$ cat src/sv/rank_sum_u_statistic_top_macros.svh
// Assertion macros shared by the rank-sum block.
`ifndef RANK_SUM_U_STATISTIC_TOP_MACROS_SVH
`define RANK_SUM_U_STATISTIC_TOP_MACROS_SVH

// Same-cycle implication, checked out of reset.
`define RSU_ASSERT_IMP(label, clk, rstn, ante, cons, msg) \
  label: assert property (@(posedge clk) disable iff (!rstn) (ante) |-> (cons)) \
    else $error(msg);

// Next-cycle implication, checked out of reset.
`define RSU_ASSERT_NXT(label, clk, rstn, ante, cons, msg) \
  label: assert property (@(posedge clk) disable iff (!rstn) (ante) |=> (cons)) \
    else $error(msg);

`endif

$ cat src/sv/rsu_pkg.sv
package rsu_pkg;

  localparam int MAX_ITEMS_DEF  = 256;
  localparam int VALUE_BITS_DEF = 32;
  localparam int SAMPLE_W       = 32;
  localparam int U_W            = 14;
  localparam int CNT_W          = 9;

  typedef struct packed {
    logic signed [SAMPLE_W-1:0] sample_value;
    logic                       group;
    logic                       last;
  } rsu_in_t;

  typedef struct packed {
    logic [U_W-1:0]   u_statistic;
    logic [CNT_W-1:0] first_count;
    logic [CNT_W-1:0] second_count;
    logic             overflow;
  } rsu_out_t;

  // Control bits that travel with each value along the cell chain.
  typedef struct packed {
    logic valid;   // a transfer occupies this slot
    logic keep;    // the item was stored and counts toward the set
    logic placed;  // the item already sits in a cell (or never will)
    logic grp;     // 0 = first sample, 1 = second sample
    logic last;    // closes the data set
  } rsu_tag_t;

endpackage

$ cat src/sv/rsu_cell.sv
module rsu_cell
  import rsu_pkg::*;
#(
  parameter int MAX_ITEMS  = MAX_ITEMS_DEF,
  parameter int VALUE_BITS = VALUE_BITS_DEF
) (
  input  logic                                   clk_i,
  input  logic                                   rst_ni,
  input  logic                                   en_i,
  input  rsu_tag_t                               tag_i,
  input  logic signed [VALUE_BITS-1:0]           value_i,
  input  logic [$clog2(MAX_ITEMS+1)-1:0]         count_i,
  output rsu_tag_t                               tag_o,
  output logic signed [VALUE_BITS-1:0]           value_o,
  output logic [$clog2(MAX_ITEMS+1)-1:0]         count_o
);

  `include "rank_sum_u_statistic_top_macros.svh"

  localparam int CW = $clog2(MAX_ITEMS + 1);

  logic                         valid_q;
  logic                         grp_q;
  logic signed [VALUE_BITS-1:0] val_q;
  rsu_tag_t                     tag_q;
  rsu_tag_t                     tag_d;
  logic signed [VALUE_BITS-1:0] value_q;
  logic [CW-1:0]                count_q;
  logic                         hit;
  logic                         cap;

  // A pair (first x, second y) counts when y < x; equal values never count.
  always_comb begin
    hit = tag_i.valid && tag_i.keep && valid_q && (grp_q != tag_i.grp) &&
          (tag_i.grp ? (val_q > value_i) : (val_q < value_i));
    cap = tag_i.valid && tag_i.keep && !tag_i.placed && !valid_q;
    tag_d        = tag_i;
    tag_d.placed = tag_i.placed || cap;
  end

  always_ff @(posedge clk_i or negedge rst_ni) begin
    if (!rst_ni) begin
      valid_q <= 1'b0;
      tag_q   <= '0;
    end else if (en_i) begin
      // The closing item empties the cell behind it for the next set.
      if (tag_i.valid && tag_i.last) begin
        valid_q <= 1'b0;
      end else if (cap) begin
        valid_q <= 1'b1;
      end
      tag_q <= tag_d;
    end
  end

  always_ff @(posedge clk_i) begin
    if (en_i) begin
      if (cap) begin
        grp_q <= tag_i.grp;
        val_q <= value_i;
      end
      value_q <= value_i;
      count_q <= count_i + CW'(hit);
    end
  end

  assign tag_o   = tag_q;
  assign value_o = value_q;
  assign count_o = count_q;

  `RSU_ASSERT_NXT(a_cell_capture, clk_i, rst_ni, en_i && cap,
    valid_q || tag_q.last, "cell did not hold a captured value")

endmodule

$ cat config.mk
export PLATFORM = sky130hd
export DESIGN_NAME = rsu_cell
export DESIGN_NICKNAME = d
export VERILOG_FILES = /design/src/sv/rsu_pkg.sv /design/src/sv/rsu_cell.sv
export VERILOG_INCLUDE_DIRS = /design/src /design/src/sv
export SDC_FILE = /design/constraint.sdc
export NUM_CORES = 1
export LEC_CHECK = 0
export ABC_AREA = 1
export BUFFER_PORTS_ARGS = -buffer_cell sky130_fd_sc_hd__buf_4
export CELL_PAD_IN_SITES_DETAIL_PLACEMENT = 0
export CELL_PAD_IN_SITES_GLOBAL_PLACEMENT = 1
export CORE_MARGIN = 1
export CORE_UTILIZATION = 45
export DETAILED_ROUTE_END_ITERATION = 8
export PLACE_DENSITY = 0.95
export SETUP_SLACK_MARGIN = 0.05
export SYNTH_ARGS = -nofsm -noshare
export SYNTH_HDL_FRONTEND = slang
export SYNTH_SLANG_ARGS = --single-unit
$ cat constraint.sdc
create_clock -name clk_i -period 7.9 [get_ports clk_i]
set_clock_uncertainty 0.05 [all_clocks]
set_input_delay 1.185 -clock clk_i [delete_from_list [all_inputs] [get_ports clk_i]]
set_output_delay 1.185 -clock clk_i [all_outputs]
set_load 0.1 [all_outputs]
==> results.toml <==
[setup_path]
critical_path.cell_chain = "buf_4, inv_1, ha_1, nand2_1, nand2_1, nand3_1, nand2_1, a21oi_1, nand2_1, nand2_1, nand3_1, nand3_1, nand2_1, nor2_1, ha_1, ha_1, nand3_1, nor3b_1, nand3_1, xnor2_1"
worst-path-max-fanout = 3
worstPathRequired_ps = 7940
cp_data_arrival_time_ps = 3680
r2r_setup_slack_ps = 4860
worst-setup-path-type = "in2reg"
critPathBufInv = 2
cp_slowest_stage_delay_ps = 330
cell_mode_on_critical_path = "nand2_1"
end_kind = "flip-flop"
cp_slowest_cell = "nor3b_1"
worst_path_dominant_cell_family = "simple AND/OR/NAND/NOR gates"
worstSetupStartpointType = "primary input"

[hold_path]
worstHoldPathType = "reg2reg"

[clock_network]
clock_sink_count = 80
numCtsBuffers = 9
clock_path_buffers = 2
cts_setup_buffers = 0
clock_tree.htree_level_count = 3
clock_insertion_delay_worst_skew_ps = 340
holdBufCountCts = 0
cts.repair.resized = 0
root_buffer = "clkbuf_8"
cts_tree = "built"
cts.reportedPaths.clkPinSlew_ps = 80

[die]
placeable_core_area_um2 = 7370
die_h_um = 90.2
fp.dieArea_um2 = 8130
boundaryPins = 95
rows = 31
initial_core_util = 0.475
floorplan.die.width_um = 90.2

[power]
worst_ir_drop_vdd_uv = 108
power.static_leakage_uw = 0.00202
power.density_cell_area_nw_per_um2 = 225

[placed_design]
post-dp-hpwl_um = 4500
post-place-cells = 456
finalWeightedCongestion = 0.710
io_buffers = 94

[route]
routedWlPerCell_um = 12.9
route.detailed.drc = 0
wl_um = 6080
route.antenna.remaining_nets = 0
dr_total_vias = 2173
detail_route.first_pass.iterations = 4
drt_iter0_drc = 59
dr_vias_cell = 4.61

[final_layout]
drive_above_1_share = 0.312
finalNetCount = 451
finalNonFillerCells = 471
synthToLayoutAreaGrowth_pct = 29.1
diodes = 0
layout.filler_cells = 626

[synthesis]
synth_edf_count = 74
synth_area_um2 = 3500
synth_seq_cells = 80
largest_cells_by_area_after_synthesis = "edfxtp_1, ha_1, inv_1, nand2_1, dfrtp_1"
gate_count_post_synth = 264
synth_fp_nets = 347
postSynth.asyncResetShare = 0.0750
yosysTopAreaCell = "edfxtp_1"
yosysMostFrequentCell = "edfxtp_1"
synth.top_cells.by_count = "edfxtp_1, inv_1, nand2_1"
synth.distinct_cells = 22
netlist.area_leader.share = 0.635
ys.warnings.count = 0
post_synthesis_average_cell_area_um2 = 13.3
synth-main-ff-cell = "edfxtp_1"
synth.yosys.seq_area_share = 0.678

[grt]
initial_antenna_violation_count = 0
track_usage = 0.163
number_of_global_route_vias_before_repair = 2279
grt_start_max_net_pins = 51
grt_pass1_wl_um = 10200
grt_overflow_total = 0

[sta]
fmax_mhz = 274
setup_viol = 0
worst_pin_slew_ps = 1010
setup-tns-final_ps = 0
maxSlewHeadroom = 0.323
slew_viol_final = 0
rsz0062_at_grt = "no"
post_route_hold_slack_ps = 463
min_period_over_period = 0.462
finalWorstPathRequiredPeriod_ps = 3650
fin_hold_viols = 0

[job]
maxCapViolations = 0

[status]
outcome = "finished, final reports clean"
[flip-flops by register name, summed over array words and instances (netlist names)]
name     flops
count_o      9
grp_q        1
tag_o        5
val_q       32
valid_q      1
value_o     32
[metrics by stage]
step | instance area, µm² | setup slack [ps] | power (µW) | utilization
6_report | 4520 | 4250 | 1010 | 0.613
5_1_grt | 4520 | 4000 | 1050 | 0.613
4_1_cts | 4520 | 4240 | 1030 | 0.613
2_1_floorplan | 3500 | 4390 | 674 | -
3_3_place_gp | 4330 | 3990 | 737 | 0.588
3_5_place_dp | 4330 | 3870 | 741 | 0.588
[layout by cell type (no fill, tap or decap), types with 2 or more instances in the layout]
| cell | n |
|---|---|
| a21oi_1 | 15 |
| nor2_1 | 10 |
| inv_1 | 44 |
| nand2_1 | 42 |
| xnor2_1 | 3 |
| clkinvlp_4 | 2 |
| xor2_1 | 5 |
| o21ai_0 | 4 |
| nor3_1 | 2 |
| ha_1 | 34 |
| buf_4 | 94 |
| edfxtp_1 | 74 |
| clkinv_1 | 2 |
| mux2_2 | 3 |
| nand4_1 | 3 |
| clkbuf_8 | 9 |
| nand3_1 | 7 |
| dfrtp_1 | 6 |
| nor2_2 | 4 |
[cell families (layout without fill, tap and decap cells)]
group | count (synthesis) | in the layout | share of synthesized area
muxes | 3 | 3 | 0.00966
AOI/OAI and AO/OA | 23 | 23 | 0.0368
DFF | 80 | 80 | 0.678
and+or+nand+nor | 70 | 70 | 0.0844
xor gates and xnor gates | 8 | 8 | 0.0200
adders and majority gates | 34 | 34 | 0.122
buffers and inverters | 46 | 154 | 0.0494
[final cells by class]
class	instances	area, µm²	share of cell area
flip-flops and latches	80	2370	0.525
multi-input cells	138	961	0.213
repair buffers	94	706	0.156
inverters	45	169	0.0374
clock buffers	10	128	0.0283
well taps	99	124	0.0274
clock inverters	5	57.6	0.0127
[worst reg2reg max path: stages, from the launching register on]
cell and delay, ps:
edfxtp_1 390, ha_1 290, a21o_1 180, nor2_1 140, nand2_1 80, nand2_1 60
nand2_1 50, nand2_1 70, nand3_1 90, nand3_1 90, nand2_1 50, nor2_1 130
ha_1 190, ha_1 190, nand3_1 120, nor3b_1 330, nand3_1 140, xnor2_1 160
[where the power goes]
part | switching, µW | total [µW] | internal [µW]
logic | 179 | 233 | 53.9
registers | 7.90 | 496 | 488
clock network | 141 | 285 | 144
total | 328 | 1010 | 687
[worst paths after layout]
path / to / depth (start not counted) / startpoint
setup / recovery: count_o[8]$_DFFE_PP_ / 20 / value_i[9]
hold / removal: tag_o[0]$_DFFE_PN0P_ / 1 / tag_o[0]$_DFFE_PN0P_
setup reg to reg: count_o[8]$_DFFE_PP_ / 17 / val_q[7]$_DFFE_PP_
hold reg to reg: tag_o[0]$_DFFE_PN0P_ / 1 / tag_o[0]$_DFFE_PN0P_
max in group asynchronous: tag_o[1]$_DFFE_PN0P_ / 1 / rst_ni
min in group asynchronous: tag_o[0]$_DFFE_PN0P_ / 1 / rst_ni
[metal layers]
layer	wire [µm]	GRT usage	up-vias
met5	0	0	-
met4	138	0.0887	0
met2	2810	0.260	67
li1	-	-	1114
met1	2750	0.200	981
met3	380	0.0474	11
(Power assumes the default switching activity.)
