$ cat src/sv/rank_sum_u_statistic_top_macros.svh
// Assertion macros shared by the rank-sum block.
`ifndef RANK_SUM_U_STATISTIC_TOP_MACROS_SVH
`define RANK_SUM_U_STATISTIC_TOP_MACROS_SVH

// Same-cycle implication, checked out of reset.
`define RSU_ASSERT_IMP(label, clk, rstn, ante, cons, msg) \
  label: assert property (@(posedge clk) disable iff (!rstn) (ante) |-> (cons)) \
    else $error(msg);

// Next-cycle implication, checked out of reset.
`define RSU_ASSERT_NXT(label, clk, rstn, ante, cons, msg) \
  label: assert property (@(posedge clk) disable iff (!rstn) (ante) |=> (cons)) \
    else $error(msg);

`endif

$ cat src/sv/rsu_pkg.sv
package rsu_pkg;

  localparam int MAX_ITEMS_DEF  = 256;
  localparam int VALUE_BITS_DEF = 32;
  localparam int SAMPLE_W       = 32;
  localparam int U_W            = 14;
  localparam int CNT_W          = 9;

  typedef struct packed {
    logic signed [SAMPLE_W-1:0] sample_value;
    logic                       group;
    logic                       last;
  } rsu_in_t;

  typedef struct packed {
    logic [U_W-1:0]   u_statistic;
    logic [CNT_W-1:0] first_count;
    logic [CNT_W-1:0] second_count;
    logic             overflow;
  } rsu_out_t;

  // Control bits that travel with each value along the cell chain.
  typedef struct packed {
    logic valid;   // a transfer occupies this slot
    logic keep;    // the item was stored and counts toward the set
    logic placed;  // the item already sits in a cell (or never will)
    logic grp;     // 0 = first sample, 1 = second sample
    logic last;    // closes the data set
  } rsu_tag_t;

endpackage

$ cat src/sv/rsu_tally.sv
module rsu_tally
  import rsu_pkg::*;
#(
  parameter int MAX_ITEMS = MAX_ITEMS_DEF
) (
  input  logic                            clk_i,
  input  logic                            rst_ni,
  input  logic                            en_i,
  input  rsu_tag_t                        tag_i,
  input  logic [$clog2(MAX_ITEMS+1)-1:0]  count_i,
  output logic                            out_valid_o,
  output rsu_out_t                        out_data_o
);

  `include "rank_sum_u_statistic_top_macros.svh"

  localparam int CW = $clog2(MAX_ITEMS + 1);
  localparam int UW = 2 * CW;

  logic [CW-1:0] n1_q, n2_q, n1_d, n2_d;
  logic [UW-1:0] u1_q, u1_d;
  logic          drop_q, drop_d;
  logic          fin_valid_q;
  logic [CW-1:0] fin_n1_q, fin_n2_q;
  logic [UW-1:0] fin_u1_q;
  logic          fin_drop_q;
  logic [UW-1:0] pairs, u2, u_min;
  logic          out_valid_q;
  rsu_out_t      out_q;
  logic          take;

  always_comb begin
    take   = tag_i.valid && tag_i.keep;
    n1_d   = n1_q + CW'(take && !tag_i.grp);
    n2_d   = n2_q + CW'(take && tag_i.grp);
    u1_d   = u1_q + UW'(count_i);
    drop_d = drop_q || (tag_i.valid && !tag_i.keep);
    pairs  = UW'(fin_n1_q) * UW'(fin_n2_q);
    u2     = pairs - fin_u1_q;
    u_min  = (fin_u1_q < u2) ? fin_u1_q : u2;
  end

  always_ff @(posedge clk_i or negedge rst_ni) begin
    if (!rst_ni) begin
      n1_q        <= '0;
      n2_q        <= '0;
      u1_q        <= '0;
      drop_q      <= 1'b0;
      fin_valid_q <= 1'b0;
      out_valid_q <= 1'b0;
    end else if (en_i) begin
      fin_valid_q <= tag_i.valid && tag_i.last;
      out_valid_q <= fin_valid_q;
      if (tag_i.valid && tag_i.last) begin
        n1_q   <= '0;
        n2_q   <= '0;
        u1_q   <= '0;
        drop_q <= 1'b0;
      end else if (tag_i.valid) begin
        n1_q   <= n1_d;
        n2_q   <= n2_d;
        u1_q   <= u1_d;
        drop_q <= drop_d;
      end
    end
  end

  always_ff @(posedge clk_i) begin
    if (en_i) begin
      if (tag_i.valid && tag_i.last) begin
        fin_n1_q   <= n1_d;
        fin_n2_q   <= n2_d;
        fin_u1_q   <= u1_d;
        fin_drop_q <= drop_d;
      end
      if (fin_valid_q) begin
        out_q.u_statistic  <= U_W'(u_min);
        out_q.first_count  <= CNT_W'(fin_n1_q);
        out_q.second_count <= CNT_W'(fin_n2_q);
        out_q.overflow     <= fin_drop_q;
      end
    end
  end

  assign out_valid_o = out_valid_q;
  assign out_data_o  = out_q;

  `RSU_ASSERT_IMP(a_u1_bound, clk_i, rst_ni, fin_valid_q, fin_u1_q <= pairs,
    "U1 exceeds the number of cross-sample pairs")
  `RSU_ASSERT_NXT(a_fin_follows, clk_i, rst_ni, en_i && tag_i.valid && tag_i.last,
    fin_valid_q, "closing item did not produce a final tally")

endmodule

$ cat config.mk
export PLATFORM = sky130hd
export DESIGN_NAME = rsu_tally
export DESIGN_NICKNAME = d
export VERILOG_FILES = /design/src/sv/rsu_pkg.sv /design/src/sv/rsu_tally.sv
export VERILOG_INCLUDE_DIRS = /design/src /design/src/sv
export SDC_FILE = /design/constraint.sdc
export NUM_CORES = 1
export LEC_CHECK = 0
export BUFFER_PORTS_ARGS = -buffer_cell sky130_fd_sc_hd__buf_4
export CAP_MARGIN = 20
export CORE_MARGIN = 2
export CORE_UTILIZATION = 64
export CTS_BUF_LIST = sky130_fd_sc_hd__clkbuf_8
export DETAILED_ROUTE_END_ITERATION = 16
export GPL_TIMING_DRIVEN = 0
export PLACE_DENSITY = 0.86
export SLEW_MARGIN = 20
export SYNTH_ARGS = -nofsm -noshare
export SYNTH_HDL_FRONTEND = slang
export SYNTH_SLANG_ARGS = --single-unit
$ cat constraint.sdc
create_clock -name clk_i -period 6.85 [get_ports clk_i]
set_input_delay 0.3425 -clock clk_i [delete_from_list [all_inputs] [get_ports clk_i]]
set_output_delay 0.3425 -clock clk_i [all_outputs]
set_load 0.02 [all_outputs]
==> reports/qor.csv <==
stage,metric,value,unit
final_layout,area_growth,12.5,%
power_and_ir_drop,p_leak,4.46,nW
power_and_ir_drop,seqPwrFrac,21.7,%
sta,finalClockSkew,0.00970,ns
sta,slew_viol_final,0,
place,io_buffer_count,48,
grt,grt_pass1_wl,31.7,mm
synthesis,synth_edf_count,70,
setup_path,worst-path-buf-inv,7,
sta,fmax,149,MHz
clock_tree,cts.sinks,109,
final_layout,fin_nets,1040,
power_and_ir_drop,swShare,45.5,%
final_layout,final_cells,1052,
floorplanning,core_region_area,12800,um^2
route,vias_per_cell,5.95,
clock_tree,cts_buffers,9,
grt,grt-busiest-layer,met2,
setup_path,worstSetupStartpointType,flip-flop,
synthesis,synth_fp_nets,953,
final_layout,fin_area,9510,um^2
synthesis,netlist_area,8460,um^2
clock_tree,cts-root-buf,clkbuf_8,
floorplanning,io_pins,51,
clock_tree,insertion_delay,0.40,ns
power_and_ir_drop,p_int,2.25,mW
synthesis,yosysWarnings,0,
setup_path,cp_cell_sequence,buf_4 -> nand2_1 -> fa_1 -> inv_1 -> fa_1 -> fa_1 -> fa_1 -> inv_1 -> fa_1 -> inv_1 -> ha_1 -> a21oi_2 -> buf_4 -> a21oi_2 -> buf_4 -> o211ai_1 -> mux2i_1 -> nor2_1 -> ha_1 -> nand4_1 -> o31ai_4 -> buf_4 -> mux2i_1,
synthesis,synth_top_area_share,24.9,%
sta,maxSlewHeadroom,35.2,%
power_and_ir_drop,pwr-share-comb,69.6,%
clock_tree,clk_pin_slew_worst_paths,0.10,ns
grt,grt_pass1_vias,6459,
grt,grt_use_met3,6.51,%
clock_tree,clock_path_buffers,2,
route,num_vias,6257,
final_layout,num_antenna_cells,0,
floorplanning,die_h,119,um
power_and_ir_drop,p_sw,1.88,mW
final_layout,layout_common_cells,"98 x inv_1, 84 x ha_1, 83 x buf_4, 76 x nand2_1, 70 x edfxtp_1",
grt,grtUsageTotal,29.0,%
sta,finalSetupViolCount,0,
setup_path,max_stage_delay,0.57,ns
grt,met1_usage,35.4,%
floorplanning,rows,41,
setup_path,cp-end-kind,flip-flop,
route,routedWlPerCell,18.9,um
clock_tree,cts_tree,built,
route,routed_wl,19.9,mm
sta,min_period,6.70,ns
floorplanning,initial_core_util,66.2,%
synthesis,ys_seq_elements,109,
run,maxCapViolations,0,
synthesis,yosysSeqAreaShare,36.4,%
setup_path,crit_required,7.06,ns
grt,antenna_found_initial,0,
grt,grt_max_degree,40,
place,placed_cells,1009,
sta,worst_slew_pin_slew,0.962,ns
setup_path,path_max_fanout,8,
setup_path,path_common_cell,fa_1,
floorplanning,dieArea,14100,um^2
setup_path,critical_path_class,reg2reg,
route,drt_iter0_drc,451,
floorplanning,die_w,119,um
place,dpl.hpwl,14.7,mm
synthesis,ys_top_cells_by_area,"edfxtp_1 25%, fa_1 15%, ha_1 13%",
grt,overflow,0,
setup_path,crit_family,adder cells,
synthesis,synthCells,788,
clock_tree,htreeDepth,3,
route,dr.pass1.iters,6,
run_status,status,"finished, final reports clean",
final_layout,final_common_cell,inv_1,
power_and_ir_drop,powerDensity,435,nW/um^2
power_and_ir_drop,peakVddDrop,0.242,mV
power_and_ir_drop,p_total,4.14,mW
setup_path,cp.arrival,6.91,ns
route,drt_drc_violations_left,0,
synthesis,synthDistinctLibCells,64,
synthesis,async_flop_share,35.8,%
synthesis,synth_area_per_cell,10.7,um^2
worst_hold_path,hold_class,in2reg,
route,final_antenna_net_count,0,
synthesis,synth.largest_area_cell,edfxtp_1,
sta,hold_violations,0,
place,placedInstanceArea,9060,um^2
synthesis,synth_flop_cell,edfxtp_1,
sta,fin_crit_sh,97.8,%
power_and_ir_drop,p_clk_share,8.8,%
setup_path,crit_slowest_cell,fa_1,
place,place_congestion,0.920,
final_layout,drive_above_1_share,14.5,%
grt,met2_usage,50.1,%
==> synthesized netlist by cell type (2+ instances only) <==
cell	instances
nand3_1	20
o21a_1	3
o311a_1	2
nor2_1	33
a22o_1	17
and3_1	5
o31ai_1	2
edfxtp_1	70
and2_1	42
nand2_1	77
ha_1	85
or3_1	2
nor3_1	14
xor2_1	18
a2111oi_2	2
xnor2_1	25
dfrtp_1	39
a21oi_1	24
o21ai_0	30
a31o_2	2
o21ai_1	4
mux2i_1	21
nand2b_1	8
fa_1	63
or4b_1	2
o22ai_1	2
o211ai_1	6
nor3b_1	3
or3b_2	2
inv_1	97
clkbuf_1	22
a21o_1	6
nor2b_1	9
==> metrics by stage <==
stage / util, % / hold WS, ns / setup WS [ns] / setup TNS [ns]
after floorplan: - / 0.0469 / 0.544 / 0
after global placement: 70.7 / 0.352 / -0.111 / -0.673
after detailed placement: 70.9 / 0.348 / -0.232 / -2.11
after CTS: 73.3 / 0.186 / 0.00371 / 0
after global routing: 74.5 / 0.200 / -0.0564 / -0.385
final: 74.5 / 0.188 / 0.149 / 0
==> cell families (layout without fill, tap and decap cells) <==
group | count (synthesis) | in the layout | synth area share [%]
AND/OR/NAND/NOR | 228 | 228 | 13.9
buffers and inverters | 122 | 214 | 5.56
AO/OA/AOI/OAI | 116 | 116 | 9.60
adder cells (fa/ha/maj) | 148 | 148 | 27.5
XOR/XNOR | 43 | 43 | 4.45
flip-flops | 109 | 109 | 36.4
multiplexers | 22 | 22 | 2.62
==> timing repair <==
item                                    in CTS  in global routing
gates resized for setup                      1                 10
gates cloned                                 0                  1
hold endpoints to repair                    39                  0
buffers inserted                            19                 15
hold buffers                                 1                  0
endpoints found under the setup margin      14                 14
pin swaps                                    0                  6
==> path summary, 6_finish.rpt <==
path,slack (ns),cells past startpoint,start,endpoint
min reg2reg,0.44,0,fin_drop_q,out_data_o[0]
max reg2reg,0.15,23,fin_n1_q[3],out_data_o[19]
max,0.15,23,fin_n1_q[3],out_data_o[19]
min,0.19,2,en_i,fin_valid_q
max in group asynchronous,6.03,2,rst_ni,u1_q[5]
min in group asynchronous,0.44,2,rst_ni,n2_q[2]
==> area by class of cell <==
| type | instances | area [um^2] |
|---|---|---|
| flip-flops and latches | 109 | 3080 |
| repair buffers | 85 | 666 |
| clock inverters | 6 | 38.8 |
| multi-input cells | 557 | 4940 |
| plain buffers | 16 | 72.6 |
| fillers | 860 | 3260 |
| inverters | 97 | 364 |
| clock buffers | 10 | 138 |
| well taps | 172 | 215 |
==> power groups by stage <==
stage | Clock (mW) | Sequential [mW] | Combinational (mW)
finish | 0.362 | 0.897 | 2.88
detailed placement | 0 | 0.909 | 2.68
global placement | 0 | 0.905 | 2.57
CTS | 0.370 | 0.896 | 2.72
global route | 0.393 | 0.904 | 3.17
floorplan | 0 | 0.936 | 2.05
==> worst register-to-register path: stages (launching register included) <==
cell and delay (ns):
edfxtp_1 0.53, buf_4 0.18, nand2_1 0.07, fa_1 0.55, inv_1 0.05, fa_1 0.52, fa_1 0.47, fa_1 0.57
inv_1 0.06, fa_1 0.54, inv_1 0.05, ha_1 0.36, a21oi_2 0.20, buf_4 0.14, a21oi_2 0.08, buf_4 0.16
o211ai_1 0.22, mux2i_1 0.24, nor2_1 0.09, ha_1 0.32, nand4_1 0.18, o31ai_4 0.49, buf_4 0.20, mux2i_1 0.27
==> registers in the layout, indices dropped and copies added, names as in the netlist <==
signal,flops
fin_u1_q,18
fin_valid_q,1
u1_q,18
out_data_o,33
drop_q,1
fin_n1_q,9
n2_q,9
out_valid_o,1
n1_q,9
fin_n2_q,9
fin_drop_q,1
==> layer usage <==
layer  vias to the layer above  part of all wire (%)
li1                       2859                     -
met1                      3105                    39
met2                       241                    51
met3                        52                   6.8
met4                         0                   3.4
met5                         -                     0
Power figures use the tool's default switching activity.
